$ cat src/hdl/npc_pkg.sv
// Shared types, constants and a helper function for the nearest palette colour quantiser.
`timescale 1ns / 1ps
`default_nettype none
package npc_pkg;

   localparam int IDX_W   = 8;
   localparam int CHAN_W  = 8;
   localparam int COLOR_W = 3 * CHAN_W;
   localparam int DIST_W  = 10;

   localparam int PALETTE_SIZE_DEFAULT = 256;

   // Largest distance a real comparison can give is three times a full channel swing.
   localparam logic [DIST_W-1:0] DIST_LIMIT = DIST_W'(3 * ((1 << CHAN_W) - 1));
   // Starting distance that any palette entry beats.
   localparam logic [DIST_W-1:0] DIST_START = {DIST_W{1'b1}};

   localparam int RED_LSB   = 2 * CHAN_W;
   localparam int GREEN_LSB = CHAN_W;
   localparam int BLUE_LSB  = 0;

   typedef enum logic {
      OP_WRITE = 1'b0,
      OP_PIXEL = 1'b1
   } op_type;

   // One beat as it travels along the chain of cells. For a write, idx is the target
   // slot and data the colour; for a pixel, data is the pixel colour and idx, best_dist
   // and best_color track the best entry seen so far.
   typedef struct packed {
      logic                valid;
      op_type              op;
      logic [IDX_W-1:0]    idx;
      logic [COLOR_W-1:0]  data;
      logic [DIST_W-1:0]   best_dist;
      logic [COLOR_W-1:0]  best_color;
   } beat_type;

   function automatic logic [CHAN_W-1:0] abs_diff(input logic [CHAN_W-1:0] a,
                                                  input logic [CHAN_W-1:0] b);
      abs_diff = (a > b) ? (a - b) : (b - a);
   endfunction

endpackage
`default_nettype wire

$ cat src/hdl/npc_cell.sv
// One cell of the quantiser chain: holds one palette entry and updates the passing beat.
`timescale 1ns / 1ps
`default_nettype none
module npc_cell
   import npc_pkg::*;
#(
   parameter int CELL_INDEX = 0
) (
   input  wire logic     clock,
   input  wire logic     reset,
   input  wire logic     advance,
   input  wire beat_type beat_i,
   output beat_type      beat_o
);

   localparam logic [IDX_W-1:0] CELL_ID = IDX_W'(CELL_INDEX);

   logic [COLOR_W-1:0] color_ff;
   beat_type           beat_ff;
   beat_type           beat_in;

   logic [CHAN_W-1:0]  diff_r;
   logic [CHAN_W-1:0]  diff_g;
   logic [CHAN_W-1:0]  diff_b;
   logic [DIST_W-1:0]  entry_dist;

   always_comb begin
      diff_r     = abs_diff(beat_i.data[RED_LSB +: CHAN_W],   color_ff[RED_LSB +: CHAN_W]);
      diff_g     = abs_diff(beat_i.data[GREEN_LSB +: CHAN_W], color_ff[GREEN_LSB +: CHAN_W]);
      diff_b     = abs_diff(beat_i.data[BLUE_LSB +: CHAN_W],  color_ff[BLUE_LSB +: CHAN_W]);
      entry_dist = DIST_W'(diff_r) + DIST_W'(diff_g) + DIST_W'(diff_b);
   end

   always_comb begin
      beat_in = beat_i;
      // Strictly smaller wins, so the lower index keeps a tie.
      if (beat_i.op == OP_PIXEL && entry_dist < beat_i.best_dist) begin
         beat_in.idx        = CELL_ID;
         beat_in.best_dist  = entry_dist;
         beat_in.best_color = color_ff;
      end
   end

   always_ff @(posedge clock) begin
      if (reset) begin
         beat_ff.valid <= 1'b0;
      end else if (advance) begin
         beat_ff.valid <= beat_in.valid;
      end
      if (advance) begin
         beat_ff.op         <= beat_in.op;
         beat_ff.idx        <= beat_in.idx;
         beat_ff.data       <= beat_in.data;
         beat_ff.best_dist  <= beat_in.best_dist;
         beat_ff.best_color <= beat_in.best_color;
      end
   end

   always_ff @(posedge clock) begin
      if (advance && beat_i.valid && beat_i.op == OP_WRITE && beat_i.idx == CELL_ID) begin
         color_ff <= beat_i.data;
      end
   end

   assign beat_o = beat_ff;

`ifndef SYNTHESIS
   a_dist_bounded: assert property (@(posedge clock) disable iff (reset)
      beat_ff.valid && beat_ff.op == OP_PIXEL |-> beat_ff.best_dist <= DIST_LIMIT)
      else $error("pixel distance above the largest possible value");

   a_dist_falls: assert property (@(posedge clock) disable iff (reset)
      advance && beat_i.valid && beat_i.op == OP_PIXEL
      |=> beat_ff.best_dist <= $past(beat_i.best_dist))
      else $error("best distance grew while passing a cell");

   a_index_seen: assert property (@(posedge clock) disable iff (reset)
      beat_ff.valid && beat_ff.op == OP_PIXEL |-> beat_ff.idx <= CELL_ID)
      else $error("best index names a cell not yet passed");

   a_entry_holds: assert property (@(posedge clock) disable iff (reset)
      !advance |=> $stable(color_ff))
      else $error("palette entry changed while the chain was held");
`endif

endmodule
`default_nettype wire

$ cat config.mk
export PLATFORM = sky130hd
export DESIGN_NAME = npc_cell
export DESIGN_NICKNAME = d
export VERILOG_FILES = /design/src/hdl/npc_pkg.sv /design/src/hdl/npc_cell.sv
export SDC_FILE = /design/constraint.sdc
export NUM_CORES = 1
export LEC_CHECK = 0
export BUFFER_PORTS_ARGS = -buffer_cell sky130_fd_sc_hd__buf_4
export CAP_MARGIN = 20
export CORE_MARGIN = 2
export CORE_UTILIZATION = 55
export CTS_CLUSTER_DIAMETER = 100
export DETAILED_ROUTE_END_ITERATION = 16
export GPL_TIMING_DRIVEN = 0
export PLACE_DENSITY = 0.81
export SKIP_LAST_GASP = 1
export SYNTH_ARGS = -nofsm -noshare
export SYNTH_HDL_FRONTEND = slang
export SYNTH_SLANG_ARGS = --single-unit
$ cat constraint.sdc
create_clock -name clock -period 8.3 [get_ports clock]
set_input_delay 1.66 -clock clock [delete_from_list [all_inputs] [get_ports clock]]
set_output_delay 1.66 -clock clock [all_outputs]
set_load 0.02 [all_outputs]
==> run summary <==
status - complete, no violations
Overall Global Routing Usage - 0.226
average wire per standard cell - 17.0 um
P&R area growth vs syn - 24.7%
H-tree depth - 3
CTS tree - done
register area share after synthesis - 0.443
share of cells above drive strength 1 - 0.332
antenna violations before repair - 0
Final Hold Slack - 0.539 ns
Setup crit end kind - register
Die Y - 110 um
Synth Warn # - 0
reg2reg start - color_ff[8]
fin cells - 799
PD cells - 226 nW/um^2
Leakage - 3.62 nW
Post-synth EDFFs - 91
fin util - 0.709
DRC - 0
Die ar. - 12,200 um^2
Final Cycle Share - 0.853
Critical Path Source - beat_i[34]
Resized cells post-CTS - 0
Worst Skew - 0.00557 ns
vias per inst - 5.43
Final GP Congestion - 0.889
Final Critical Period - 7.08 ns
global-route wire length before repair - 20,900 um
vias in the first global route - 4,398
maxcap violations - 0
critical path class - input port to register
CP arrival - 7.17 ns
CTS root buffer - clkbuf_16
die width - 110 um
port buffer count - 138
Ports - 139
placed cells - 783
HP Start - beat_o[67]
setup violators final - 0
post-synth net total - 649
DP Area - 7460 um^2
post-synthesis cell count - 502
Initial Util - 0.569
Slew Limit Fails - 0
Worst EP required - 8.40 ns
worst-path fanout max - 10
Placeable Area - 10,900 um^2
Sum Neg Setup Slack - 0 ns
clk sinks - 92
Post-synth ARST share - 0
relative slew slack - 0.393
Site Rows - 38
CTS clk-pin slew, worst paths - 0.06 ns
DR iter-0 viols - 141
Post-Syn Area - 6220 um^2
clk_lat worst skew - 0.34 ns
Ant. Diodes - 0
Synth cell types - 49
Post-CTS Setup Inserts - 0
largest net degree at the start of global routing - 70
Num CTS Buffers - 9
total congestion overflow - 0
DR pass1 iterations - 4
Vias - 4,338
Nets - 801
RSZ-0062 raised after global routing - false
Final HPWL DP - 10,400 um
drt total wl - 13,600 um
hold buffer count at cts - 0
syn avg cell area - 12.4 um^2
Peak VDD IR - 0.181 mV
Startpoint Class - input port
flops & latches, synth - 92
antenna-violating nets left - 0
HP Class - register to register
Final Hold Fails - 0
final instance area - 7760 um^2
Tightest Pin Transition - 0.911 ns
CTS Buffer Depth - 2
Peak Freq - 141 MHz
ys flop type - edfxtp_1
[per-stage QoR]
step | total power [mW] | setup slack (ns)
CTS | 1.76 | 1.29
global route | 1.85 | 0.802
finish | 1.75 | 1.22
floorplan | 1.14 | 1.65
detailed placement | 1.36 | 0.961
global placement | 1.33 | 0.976
[flip-flops by register name, summed over array words and instances (netlist names)]
register and cells:
beat_o 68, color_ff 24
[cell type report]
| cell class | instances | area (um^2) |
|---|---|---|
| Buffer | 18 | 159 |
| Clock buffer | 9 | 225 |
| Clock inverter | 7 | 67.6 |
| Fill cell | 793 | 3180 |
| Inverter | 75 | 282 |
| Multi-Input combinational cell | 317 | 3030 |
| Sequential cell | 92 | 2750 |
| Tap cell | 140 | 175 |
| Timing Repair Buffer | 141 | 1060 |
[worst max-delay path: stages]
cell and delay, ns:
buf_4 0.13, inv_1 0.06, ha_1 0.17, inv_1 0.06, fa_1 0.38, nand3_1 0.14
a21oi_2 0.10, o41ai_4 0.65, mux2_2 0.42, fa_1 0.43, ha_1 0.25, fa_1 0.44
a211oi_1 0.30, o21ai_0 0.18, a22oi_1 0.29, ha_1 0.30, a21oi_1 0.13, nor2b_1 0.07
o21ai_0 0.18, o211a_1 0.19, buf_6 0.16, buf_12 0.17, mux2_4 0.31
[cell usage in the layout (no fill, tap or decap), drive strengths merged, types with 2 or more instances in the layout]
master	n
o21a	2
and4	2
o22a	2
mux2	40
fa	15
buf	156
nand2	16
clkinvlp	4
and2b	3
mux2i	18
nor2b	11
nand3b	5
clkbuf	12
nor2	12
ha	61
edfxtp	91
a21o	14
o41ai	2
nand3	12
nand4	6
nor4	2
a21oi	31
xor2	11
nand2b	2
a31oi	8
a211oi	11
o21ai	9
clkinv	2
xnor2	7
inv	75
a311oi	2
[synthesized netlist by cell type, types with 3 or more instances]
cell / instances / area, um^2
a211oi_1: 11 / 82.6
a21o_1: 14 / 105
a21oi_1: 27 / 135
a31oi_1: 8 / 50.1
and2b_1: 3 / 22.5
buf_12: 3 / 60.1
buf_2: 7 / 35.0
buf_6: 4 / 45.0
clkbuf_1: 3 / 11.3
edfxtp_1: 91 / 2730
fa_1: 15 / 300
ha_1: 61 / 763
inv_1: 75 / 282
mux2_2: 10 / 113
mux2_4: 30 / 450
mux2i_1: 18 / 180
nand2_1: 16 / 60.1
nand3_1: 12 / 60.1
nand3b_1: 5 / 37.5
nand4_1: 6 / 37.5
nor2_1: 12 / 45.0
nor2b_1: 11 / 68.8
o21ai_0: 9 / 45.0
xnor2_1: 7 / 61.3
xor2_1: 11 / 96.3
[path summary, 6_finish.rpt]
| check | cells after the start | slack [ns] | to |
|---|---|---|---|
| worst max-delay path | 23 | 1.22 | beat_o[17] |
| worst min-delay path | 2 | 0.54 | beat_o[67] |
| worst max register to register | 21 | 2.33 | beat_o[17] |
| worst min register to register | 2 | 0.54 | beat_o[67] |
[cell families (layout without fill, tap and decap cells)]
family,count (synthesis),after routing,share of synthesized area
DFF,92,92,0.443
AOI/OAI and AO/OA,92,92,0.109
adders and majority gates,76,76,0.171
xor gates and xnor gates,18,18,0.0253
and+or+nand+nor,73,73,0.0620
muxes,58,58,0.119
buffers and inverters,93,250,0.0708
[power breakdown]
group	switching [mW]	internal, mW
registers	0.0153	0.589
clock network	0.172	0.231
logic	0.374	0.372
total	0.562	1.19
[per-layer routing]
metal,GRT usage,vias up,wire [um]
li1,-,2110,-
met1,0.293,2082,5950
met2,0.375,128,6610
met3,0.0370,18,813
met4,0.0938,0,238
met5,0,-,0
Note: power is estimated with default switching activity, not from simulation.
